**src/sv/pts_pkg.sv**
```systemverilog
// ----------------------------------------------------------------------------
// pts_pkg
// Shared types and constants for the pixel threshold scan block.
// ----------------------------------------------------------------------------
package pts_pkg;

  // Number of events expected in one readout burst
  localparam int unsigned TRIALS = 20;
  localparam int unsigned CntW   = 5;

  localparam logic [CntW-1:0] TrialsCnt   = CntW'(TRIALS);
  localparam logic [CntW-1:0] MajorityCnt = CntW'(TRIALS / 2);

  // Readout word decoding
  localparam logic [15:0] HdrMask  = 16'h8ffc;
  localparam logic [15:0] HdrMatch = 16'h87f8;

  // DAC limits and start values
  localparam logic [7:0] DacUpLimit   = 8'd253;
  localparam logic [7:0] LevelHigh    = 8'd250;
  localparam logic [7:0] StartDefault = 8'd100;
  localparam logic [7:0] StartLow     = 8'd20;
  localparam logic [7:0] LevelReset   = 8'd9;

  typedef enum logic [1:0] {
    FuncStart = 2'd0,
    FuncWord  = 2'd1,
    FuncEnd   = 2'd2,
    FuncNone  = 2'd3
  } func_e;

  typedef enum logic [1:0] {
    KindSetDac  = 2'd0,
    KindFound   = 2'd1,
    KindMissing = 2'd2,
    KindWrong   = 2'd3
  } kind_e;

  typedef enum logic [1:0] {
    PhIdle  = 2'd0,
    PhFirst = 2'd1,
    PhDown  = 2'd2,
    PhUp    = 2'd3
  } phase_e;

  // Burst summary handed from the parser to the search control
  typedef struct packed {
    logic wrong_hdr;
    logic missing;
    logic fired;
  } burst_t;

endpackage

```
**src/sv/pts_parser.sv**
```systemverilog
// ----------------------------------------------------------------------------
// pts_parser
// Parses readout words into events and summarizes a burst at its end.
// ----------------------------------------------------------------------------
module pts_parser (
  input  logic             clk_i,
  input  logic             rst_ni,
  input  logic             step_i,
  input  pts_pkg::func_e   func_i,
  input  logic [15:0]      word_i,
  output pts_pkg::burst_t  burst_o
);

  logic [pts_pkg::CntW-1:0] event_cnt_q, event_cnt_d;
  logic [pts_pkg::CntW-1:0] fired_cnt_q, fired_cnt_d;
  logic                     in_event_q, in_event_d;
  logic                     has_hit_q, has_hit_d;
  logic                     wrong_q, wrong_d;
  logic [pts_pkg::CntW-1:0] fired_closed;

  // Fired count as it stands once the open event is closed
  assign fired_closed = fired_cnt_q + pts_pkg::CntW'(in_event_q & has_hit_q);

  assign burst_o.wrong_hdr = wrong_q;
  assign burst_o.missing   = (event_cnt_q < pts_pkg::TrialsCnt);
  assign burst_o.fired     = (fired_closed > pts_pkg::MajorityCnt);

  // Next parser state for the current transaction
  always_comb begin
    event_cnt_d = event_cnt_q;
    fired_cnt_d = fired_cnt_q;
    in_event_d  = in_event_q;
    has_hit_d   = has_hit_q;
    wrong_d     = wrong_q;
    case (func_i)
      pts_pkg::FuncStart, pts_pkg::FuncEnd: begin
        event_cnt_d = '0;
        fired_cnt_d = '0;
        in_event_d  = 1'b0;
        has_hit_d   = 1'b0;
        wrong_d     = 1'b0;
      end
      pts_pkg::FuncWord: begin
        if (!wrong_q) begin
          if (in_event_q && !word_i[15]) begin
            has_hit_d = 1'b1;
          end else begin
            // Close the open event
            fired_cnt_d = fired_closed;
            in_event_d  = 1'b0;
            has_hit_d   = 1'b0;
            if (event_cnt_q < pts_pkg::TrialsCnt) begin
              if ((word_i & pts_pkg::HdrMask) != pts_pkg::HdrMatch) begin
                wrong_d = 1'b1;
              end else begin
                event_cnt_d = event_cnt_q + pts_pkg::CntW'(1);
                in_event_d  = 1'b1;
              end
            end
          end
        end
      end
      default: begin
      end
    endcase
  end

  always_ff @(posedge clk_i or negedge rst_ni) begin
    if (!rst_ni) begin
      event_cnt_q <= '0;
      fired_cnt_q <= '0;
      in_event_q  <= 1'b0;
      has_hit_q   <= 1'b0;
      wrong_q     <= 1'b0;
    end else if (step_i) begin
      event_cnt_q <= event_cnt_d;
      fired_cnt_q <= fired_cnt_d;
      in_event_q  <= in_event_d;
      has_hit_q   <= has_hit_d;
      wrong_q     <= wrong_d;
    end
  end

endmodule

```
**src/sv/pts_search.sv**
```systemverilog
// ----------------------------------------------------------------------------
// pts_search
// Search control: start value, DAC stepping and level reporting.
// ----------------------------------------------------------------------------
module pts_search (
  input  logic             clk_i,
  input  logic             rst_ni,
  input  logic             cfg_we_i,
  input  logic             cfg_wdata_i,
  input  logic             step_i,
  input  pts_pkg::func_e   func_i,
  input  logic             first_row_i,
  input  pts_pkg::burst_t  burst_i,
  output logic             res_valid_o,
  output pts_pkg::kind_e   res_kind_o,
  output logic [7:0]       res_value_o
);

  pts_pkg::phase_e phase_q, phase_d;
  logic [7:0]      dac_q, dac_d;
  logic [7:0]      level_q, level_d;
  logic            cal_mode_q;
  logic [7:0]      start_val;
  logic [7:0]      found_val;

  // Pick the start value: last level found, else the default or the low start
  always_comb begin
    start_val = level_q;
    if (first_row_i || ((level_q > pts_pkg::LevelHigh) && cal_mode_q)) begin
      start_val = pts_pkg::StartDefault;
    end
    if (start_val == 8'd0) begin
      start_val = pts_pkg::StartLow;
    end
  end

  // Next search state and result
  always_comb begin
    phase_d     = phase_q;
    dac_d       = dac_q;
    level_d     = level_q;
    res_valid_o = 1'b0;
    res_kind_o  = pts_pkg::KindSetDac;
    res_value_o = '0;
    found_val   = dac_q;
    case (func_i)
      pts_pkg::FuncStart: begin
        dac_d       = start_val;
        phase_d     = pts_pkg::PhFirst;
        res_valid_o = 1'b1;
        res_value_o = start_val;
      end
      pts_pkg::FuncEnd: begin
        if (phase_q != pts_pkg::PhIdle) begin
          res_valid_o = 1'b1;
          if (burst_i.wrong_hdr || burst_i.missing) begin
            phase_d    = pts_pkg::PhIdle;
            res_kind_o = burst_i.wrong_hdr ? pts_pkg::KindWrong : pts_pkg::KindMissing;
          end else if (phase_q == pts_pkg::PhFirst) begin
            dac_d       = burst_i.fired ? dac_q - 8'd1 : dac_q + 8'd1;
            phase_d     = burst_i.fired ? pts_pkg::PhDown : pts_pkg::PhUp;
            res_value_o = dac_d;
          end else if (phase_q == pts_pkg::PhDown && burst_i.fired &&
                       dac_q != 8'd0) begin
            dac_d       = dac_q - 8'd1;
            res_value_o = dac_d;
          end else if (phase_q == pts_pkg::PhUp && !burst_i.fired &&
                       dac_q < pts_pkg::DacUpLimit) begin
            dac_d       = dac_q + 8'd1;
            res_value_o = dac_d;
          end else begin
            // Level found: stepping down reports one above the last DAC value
            found_val   = (phase_q == pts_pkg::PhDown) ? dac_q + 8'd1 : dac_q;
            level_d     = found_val;
            phase_d     = pts_pkg::PhIdle;
            res_kind_o  = pts_pkg::KindFound;
            res_value_o = found_val;
          end
        end
      end
      default: begin
      end
    endcase
  end

  always_ff @(posedge clk_i or negedge rst_ni) begin
    if (!rst_ni) begin
      phase_q <= pts_pkg::PhIdle;
      dac_q   <= '0;
      level_q <= pts_pkg::LevelReset;
    end else if (step_i) begin
      phase_q <= phase_d;
      dac_q   <= dac_d;
      level_q <= level_d;
    end
  end

  always_ff @(posedge clk_i or negedge rst_ni) begin
    if (!rst_ni) begin
      cal_mode_q <= 1'b0;
    end else if (cfg_we_i) begin
      cal_mode_q <= cfg_wdata_i;
    end
  end

endmodule

```
**src/sv/pixel_threshold_scan.sv**
```systemverilog
// ----------------------------------------------------------------------------
// pixel_threshold_scan
// Threshold search control for one pixel on a calibration DAC.
// ----------------------------------------------------------------------------
// Usage:
//   Input stream s_axis: tuser carries the function (start, readout word,
//   end of burst), tdata carries the first-row flag and the readout word.
//   Output stream m_axis: tuser carries the result kind, tdata the DAC
//   value to set or the level found (zero for error kinds).
//   A start transaction and an end-of-burst transaction during a search give
//   one result each; readout words and unused functions give none.
//   A result passes through the input register, then the result register,
//   before it appears on m_axis.
//   Throughput: one transaction per cycle while m_axis is not stalled with a
//   result held; the parser counters and search state update on each step.
//   The calibration mode register is written through cfg_we_i / cfg_wdata_i;
//   the user must write it only while the block is idle; it does not check.
//   Reset clears the search to idle with a last level of 9 and clears the
//   burst parser and the calibration mode.
//   When m_axis stalls with a result held, the input register keeps its
//   transaction and s_axis_tready drops until the result is taken.
// ----------------------------------------------------------------------------
module pixel_threshold_scan (
  input  logic        clk_i,
  input  logic        rst_ni,
  input  logic        cfg_we_i,
  input  logic        cfg_wdata_i,
  input  logic        s_axis_tvalid,
  output logic        s_axis_tready,
  input  logic [23:0] s_axis_tdata,  // [0] first_row, [16:1] word, zero fill
  input  logic [1:0]  s_axis_tuser,  // [1:0] func
  output logic        m_axis_tvalid,
  input  logic        m_axis_tready,
  output logic [7:0]  m_axis_tdata,  // [7:0] value
  output logic [1:0]  m_axis_tuser   // [1:0] kind
);

  logic            in_valid_q;
  pts_pkg::func_e  in_func_q;
  logic            in_first_row_q;
  logic [15:0]     in_word_q;

  logic            out_valid_q;
  pts_pkg::kind_e  out_kind_q;
  logic [7:0]      out_value_q;

  logic            out_free;
  logic            step;
  pts_pkg::burst_t burst;
  logic            res_valid;
  pts_pkg::kind_e  res_kind;
  logic [7:0]      res_value;

  // Advance the held transaction when the result register can take it
  assign out_free      = !out_valid_q || m_axis_tready;
  assign step          = in_valid_q && out_free;
  assign s_axis_tready = !in_valid_q || out_free;

  // Input register
  always_ff @(posedge clk_i or negedge rst_ni) begin
    if (!rst_ni) begin
      in_valid_q <= 1'b0;
    end else if (s_axis_tready) begin
      in_valid_q <= s_axis_tvalid;
    end
  end

  always_ff @(posedge clk_i) begin
    if (s_axis_tready && s_axis_tvalid) begin
      in_func_q      <= pts_pkg::func_e'(s_axis_tuser);
      in_first_row_q <= s_axis_tdata[0];
      in_word_q      <= s_axis_tdata[16:1];
    end
  end

  pts_parser u_parser (
    .clk_i   (clk_i),
    .rst_ni  (rst_ni),
    .step_i  (step),
    .func_i  (in_func_q),
    .word_i  (in_word_q),
    .burst_o (burst)
  );

  pts_search u_search (
    .clk_i       (clk_i),
    .rst_ni      (rst_ni),
    .cfg_we_i    (cfg_we_i),
    .cfg_wdata_i (cfg_wdata_i),
    .step_i      (step),
    .func_i      (in_func_q),
    .first_row_i (in_first_row_q),
    .burst_i     (burst),
    .res_valid_o (res_valid),
    .res_kind_o  (res_kind),
    .res_value_o (res_value)
  );

  // Result register
  always_ff @(posedge clk_i or negedge rst_ni) begin
    if (!rst_ni) begin
      out_valid_q <= 1'b0;
    end else if (out_free) begin
      out_valid_q <= step && res_valid;
    end
  end

  always_ff @(posedge clk_i) begin
    if (step && res_valid) begin
      out_kind_q  <= res_kind;
      out_value_q <= res_value;
    end
  end

  assign m_axis_tvalid = out_valid_q;
  assign m_axis_tdata  = out_value_q;
  assign m_axis_tuser  = out_kind_q;

endmodule

```
**config.mk**
```make
export PLATFORM = sky130hd
export DESIGN_NAME = pixel_threshold_scan
export DESIGN_NICKNAME = d
export VERILOG_FILES = /design/src/sv/pts_pkg.sv /design/src/sv/pts_parser.sv /design/src/sv/pts_search.sv /design/src/sv/pixel_threshold_scan.sv
export SDC_FILE = /design/constraint.sdc
export NUM_CORES = 1
export LEC_CHECK = 0
export ABC_AREA = 0
export BUFFER_PORTS_ARGS = -buffer_cell sky130_fd_sc_hd__buf_2
export CAP_MARGIN = 20
export CORE_ASPECT_RATIO = 1.4
export CORE_MARGIN = 8
export CORE_UTILIZATION = 48
export DETAILED_ROUTE_END_ITERATION = 8
export PLACE_DENSITY = 0.73
export SLEW_MARGIN = 20
export SYNTH_ARGS = -nofsm -noshare
export SYNTH_HDL_FRONTEND = slang
export SYNTH_HIERARCHICAL = 1
export SYNTH_SLANG_ARGS = --single-unit
```
**constraint.sdc**
```tcl
create_clock -name clk_i -period 4 [get_ports clk_i]
set_input_delay 0.8 -clock clk_i [delete_from_list [all_inputs] [get_ports clk_i]]
set_output_delay 0.8 -clock clk_i [all_outputs]
set_load 0.005 [all_outputs]
```
==> results of run 1 <==
-- worst min path at each step --
stage	end	cells after the start	start	slack [ns]
global route	u_parser/has_hit_q	1	u_parser/has_hit_q	0.52
CTS	u_parser/has_hit_q	1	u_parser/has_hit_q	0.50
finish	u_parser/has_hit_q	1	u_parser/has_hit_q	0.50
global placement	u_parser/has_hit_q	1	u_parser/has_hit_q	0.47
detailed placement	u_parser/has_hit_q	1	u_parser/has_hit_q	0.48
floorplan	u_parser/has_hit_q	1	u_parser/has_hit_q	0.46
-- power groups by stage --
stage	Combinational (mW)	Clock, mW	Sequential [mW]
after global placement	0.485	0	0.842
after global routing	0.557	0.657	0.850
after floorplan	0.504	0	0.741
after detailed placement	0.494	0	0.845
final	0.505	0.622	0.840
after CTS	0.499	0.632	0.833
-- sequential cells by signal (all words and copies together) (netlist names), 2 cells and up --
register	count
u_parser/fired_cnt_q	5
u_search/level_q	8
m_axis_tuser	2
in_word_q	11
u_parser/event_cnt_q	5
u_search/phase_q	2
m_axis_tdata	8
u_search/dac_q	8
in_func_q	2
-- layout make-up --
cell class / instances / share of cell area
multi-input cells: 290 / 0.473
flip-flops and latches: 58 / 0.389
repair buffers: 33 / 0.0421
clock buffers: 9 / 0.0306
well taps: 97 / 0.0300
clock inverters: 7 / 0.0254
inverters: 11 / 0.0102
-- layout by cell type (no fill, tap or decap), drive strengths merged, types with 3 or more instances in the layout --
master / instances
a211oi: 3
a21oi: 30
a22o: 6
a31oi: 10
a32oi: 3
and2: 6
and3: 5
and4: 3
buf: 33
clkbuf: 9
clkinv: 3
dfrtp: 32
edfxtp: 24
ha: 5
inv: 12
mux2: 4
mux2i: 4
nand2: 33
nand2b: 6
nand3: 13
nand3b: 4
nand4: 4
nor2: 31
nor2b: 8
nor3: 9
nor4: 5
o21ai: 27
o22a: 4
o31ai: 5
or3: 3
xnor2: 13
xor2: 9
-- stage by stage --
stage                     setup slack (ns)  hold slack, ns
final                                0.528           0.500
after global placement               0.612           0.466
after floorplan                      0.925           0.456
after detailed placement             0.574           0.481
after CTS                            0.561           0.496
after global routing                 0.298           0.521
-- layer usage --
layer | part of all wire | track usage | up-vias
li1 | - | - | 1462
met1 | 0.37 | 0.163 | 1472
met2 | 0.52 | 0.309 | 138
met3 | 0.061 | 0.0421 | 31
met4 | 0.041 | 0.123 | 0
met5 | 0 | 0 | -
-- critical path, stage by stage (launching register included) --
cell	delay [ns]
dfrtp_1	0.39
and2_1	0.15
ha_1	0.22
ha_1	0.32
nand2_1	0.08
a21oi_1	0.14
o32ai_1	0.12
o31ai_2	0.30
buf_4	0.29
and3b_1	0.23
o21ai_2	0.11
and2_4	0.23
a311o_2	0.40
o21ba_1	0.20
o22a_1	0.17
==> impl_results.md, run 1 <==
- Cell Rows: 37
- Min cycle time layout: 3.47 ns
- Final setup violation count: 0
- Critical path class: register to register
- Final Hold Viols: 0
- Post-DP HPWL: 6610 um
- FF-to-FF setup slack: 0.53 ns
- Critical path required time: 4.23 ns
- Cell Area, Synth: 3660 sq um
- CTS Buf Count: 9
- Dpl cells: 489
- Post-Route WL: 9140 um
- Largest net degree at the start of global routing: 35
- Quantity of I/O buffers inserted on ports: 31
- F_max: 0.288 GHz
- Vias in the first global route: 3151
- Initial core utilization: 0.497
- Leak pwr: 1.63 nW
- Resized Gates After CTS: 0
- Gpl congestion: 0.993
- Ant. Diodes: 0
- Initial antenna violation count: 0
- Register area: 1570 sq um
- First-pass GRT wire length: 14700 um
- Crit path capture: u_search/dac_q[3]
- Syn_nets: 417
- Layout area overhead: 10.6%
- Drc violations: 0
- Internal Power: 1.27 mW
- Worst-Skew Late Latency: 0.35 ns
- Count of hold buffers inserted by post-cts repair: 0
- Via-per-instance ratio: 6.14
- Final period util: 0.868
- Layout cells sized above 1: 0.181
- CTS clk-pin slew, worst paths: 0.07 ns
- Nets@finish: 440
- Crit Path Max Fanout: 16
- Max-slew violation count: 0
- Clock Sinks: 58
- DRT Pass-1 Iters: 4
- Warnings from Yosys: 6
- Area occupied by multi-input gates: 1910 sq um
- Gr usage total: 0.170
- DIE HEIGHT: 119 um
- RSZ-0062 raised after global routing: false
- # Max-Cap Violations: 0
- Clk root buf: clkbuf_8
- Iter 0 DRT Violations: 213
- Sw Pwr: 0.701 mW
- Reg2Reg Launch Point: u_parser/in_event_q
- Via count: 3103
- Finished Core Util: 0.550
- Dpl cell area: 3820 sq um
- Max IR drop VDD: 0.283 mV
- Post-route ant nets: 0
- WL/cell: 18.1 um
- Net Sw Frac: 0.356
- PD cells: 486 nW/um^2
- CTS tree: built
- Hold Path Class: register to register
- Final Cell Area: 4050 sq um
- Crit path DAT: 3.70 ns
- Die width: 89.8 um
- Worst Setup SP: u_parser/in_event_q
- Post-Layout Cell Count: 505
- Avg Cell Area, Syn: 9.62 sq um
- CTS Buffer Depth: 2
- Combinational power share: 0.257
- Clock power share: 0.316
- Worst reg2reg endpoint: u_search/dac_q[3]
- Sum Neg Setup Slack: 0 ns
- Slew headroom: 0.367
- Power Total: 1.97 mW
- DIE AREA: 10700 sq um
- Sequential share of power: 0.427
- Cells after Synth: 380
- Grt ovf: 0
- Setup repair bufs after CTS: 0
- Run status: finished clean
- Core Area: 7360 sq um
- Fillers: 655
- Clk_skew: 0.0116 ns
- Crit path capture type: register
- I/O pins: 44
- H-tree Lvls: 3
- Worst reg-to-reg path cell count: 14
- Startpoint class of the critical path: register
- Worst Max-Slew Pin Slew: 0.947 ns
Note: power is estimated with default switching activity, not from simulation.
==> run 2, diff against run 1 <==
--- a/config.mk
+++ b/config.mk
@@ -11,7 +11,7 @@
 export CORE_ASPECT_RATIO = 1.4
 export CORE_MARGIN = 8
-export CORE_UTILIZATION = 48
+export CORE_UTILIZATION = 55
 export DETAILED_ROUTE_END_ITERATION = 8
-export PLACE_DENSITY = 0.73
+export PLACE_DENSITY = 0.81
 export SLEW_MARGIN = 20
 export SYNTH_ARGS = -nofsm -noshare
==> constraint.sdc (replaced) <==
create_clock -name clk_i -period 4 [get_ports clk_i]
set_input_delay 0.8 -clock clk_i [delete_from_list [all_inputs] [get_ports clk_i]]
set_output_delay 0.8 -clock clk_i [all_outputs]
set_load 0.1 [all_outputs]
==> impl_results.md, run 2 (synthesis gave the netlist of run 1 again) <==
- Run status: finished, violations left
- Failing checks: design-rule violations
- Sum Neg Setup Slack: 0 ns
- Slew headroom: 0.322
- Hold EP: u_parser/has_hit_q
- Clock Sinks: 58
- Via-per-instance ratio: 6.58
- Drc violations: 1
- Ant. Diodes: 0
- WHS Path Cells: 1
- Grt ovf: 0
- DIE AREA: 9550 sq um
- Gr usage total: 0.198
- Nets@finish: 441
- Most frequent cells in the layout: nand2_1, dfrtp_1, buf_2
- Core Area: 6530 sq um
- Hold Path Class: register to register
- Hold Crit Start: u_parser/has_hit_q
- DRT Pass-1 Iters: 7
- Final Hold Viols: 0
- Crit path DAT: 3.66 ns
- Via count: 3176
- Resized Gates After CTS: 0
- Die width: 84.9 um
- RSZ-0062 raised after global routing: false
- Iter 0 DRT Violations: 267
- Worst reg-to-reg path cell count: 12
- Max-slew violation count: 0
- CTS tree: built
- Max IR drop VDD: 0.405 mV
- Count of hold buffers inserted by post-cts repair: 0
- Min cycle time layout: 3.43 ns
- First-pass GRT wire length: 15100 um
- Final Cell Area: 4020 sq um
- Gpl congestion: 0.960
- Setup repair bufs after CTS: 0
- Clk_skew: 0.0110 ns
- Layout area overhead: 10.0%
- Final hold slack: 0.495 ns
- CTS Buffer Depth: 2
- Worst reg2reg endpoint: u_search/dac_q[7]
- Startpoint class of the critical path: register
- I/O pins: 44
- Layout cells sized above 1: 0.183
- PD cells: 503 nW/um^2
- Clk root buf: clkbuf_8
- CTS clk-pin slew, worst paths: 0.07 ns
- F_max: 0.291 GHz
- Reg2Reg Launch Point: u_parser/in_event_q
- Critical path required time: 4.23 ns
- DIE HEIGHT: 112 um
- # Max-Cap Violations: 0
- FF-to-FF setup slack: 0.57 ns
- Largest net degree at the start of global routing: 35
- Initial antenna violation count: 0
- Leak pwr: 1.64 nW
- Crit path capture type: register
- Critical path class: register to register
- WL/cell: 18.8 um
- Top reg by flops: in_word_q
- Post-Route WL: 9100 um
- Max reg flops: 11
- Post-DP HPWL: 6650 um
- Vias in the first global route: 3192
- Power Total: 2.02 mW
- Dpl cell area: 3800 sq um
- Final period util: 0.858
- CTS Buf Count: 9
- Worst Max-Slew Pin Slew: 1.01 ns
- Crit Path Max Fanout: 14
- Initial core utilization: 0.560
- Cell Rows: 35
- Quantity of I/O buffers inserted on ports: 31
- Finished Core Util: 0.617
- Post-route ant nets: 0
- Final setup violation count: 0
- Worst-Skew Late Latency: 0.35 ns
- H-tree Lvls: 3
-- run 2: critical path, stage by stage (launching register included) --
cell,delay [ns]
dfrtp_1,0.39
and2_1,0.14
ha_1,0.22
ha_1,0.33
nand2_1,0.08
a21oi_1,0.14
o32ai_1,0.11
o31ai_2,0.39
nand3b_1,0.18
a21o_4,0.27
and2_4,0.17
a311o_2,0.53
mux2_1,0.35
-- run 2: metrics by stage --
| step | worst slack [ns] | std cells |
|---|---|---|
| after floorplan | 0.925 | 380 |
| after global placement | 0.674 | 467 |
| after detailed placement | 0.595 | 467 |
| after CTS | 0.573 | 483 |
| after global routing | 0.411 | 483 |
| final | 0.567 | 483 |
-- run 2: worst max-delay path by stage --
stage / from / to / slack (ns) / cells after the start
after CTS: u_parser/in_event_q / u_search/dac_q[7] / 0.57 / 12
final: u_parser/in_event_q / u_search/dac_q[7] / 0.57 / 12
after global routing: u_parser/in_event_q / u_search/dac_q[7] / 0.41 / 12
after floorplan: u_parser/has_hit_q / u_search/dac_q[1] / 0.93 / 15
after global placement: u_parser/in_event_q / u_search/dac_q[7] / 0.67 / 12
after detailed placement: u_parser/in_event_q / u_search/dac_q[7] / 0.60 / 12
-- run 2: routing by layer --
| metal | global-route usage | routed length (um) | vias up |
|---|---|---|---|
| li1 | - | - | 1473 |
| met1 | 0.202 | 3470 | 1511 |
| met2 | 0.356 | 4760 | 156 |
| met3 | 0.0439 | 500 | 36 |
| met4 | 0.126 | 372 | 0 |
| met5 | 0 | 0 | - |
-- run 2: area by class of cell --
type / instances / area (sq um)
clock buffer: 9 / 124
clock inverter: 7 / 101
fill: 516 / 2500
inverter: 11 / 41.3
multi-input combinational: 290 / 1910
sequential: 58 / 1570
tap: 74 / 92.6
timing repair buffer: 34 / 178
-- run 2: power breakdown --
part	internal, mW	switching (mW)	total [mW]
combinational	0.225	0.350	0.575
clock	0.355	0.254	0.609
sequential	0.685	0.153	0.838
total	1.27	0.757	2.02
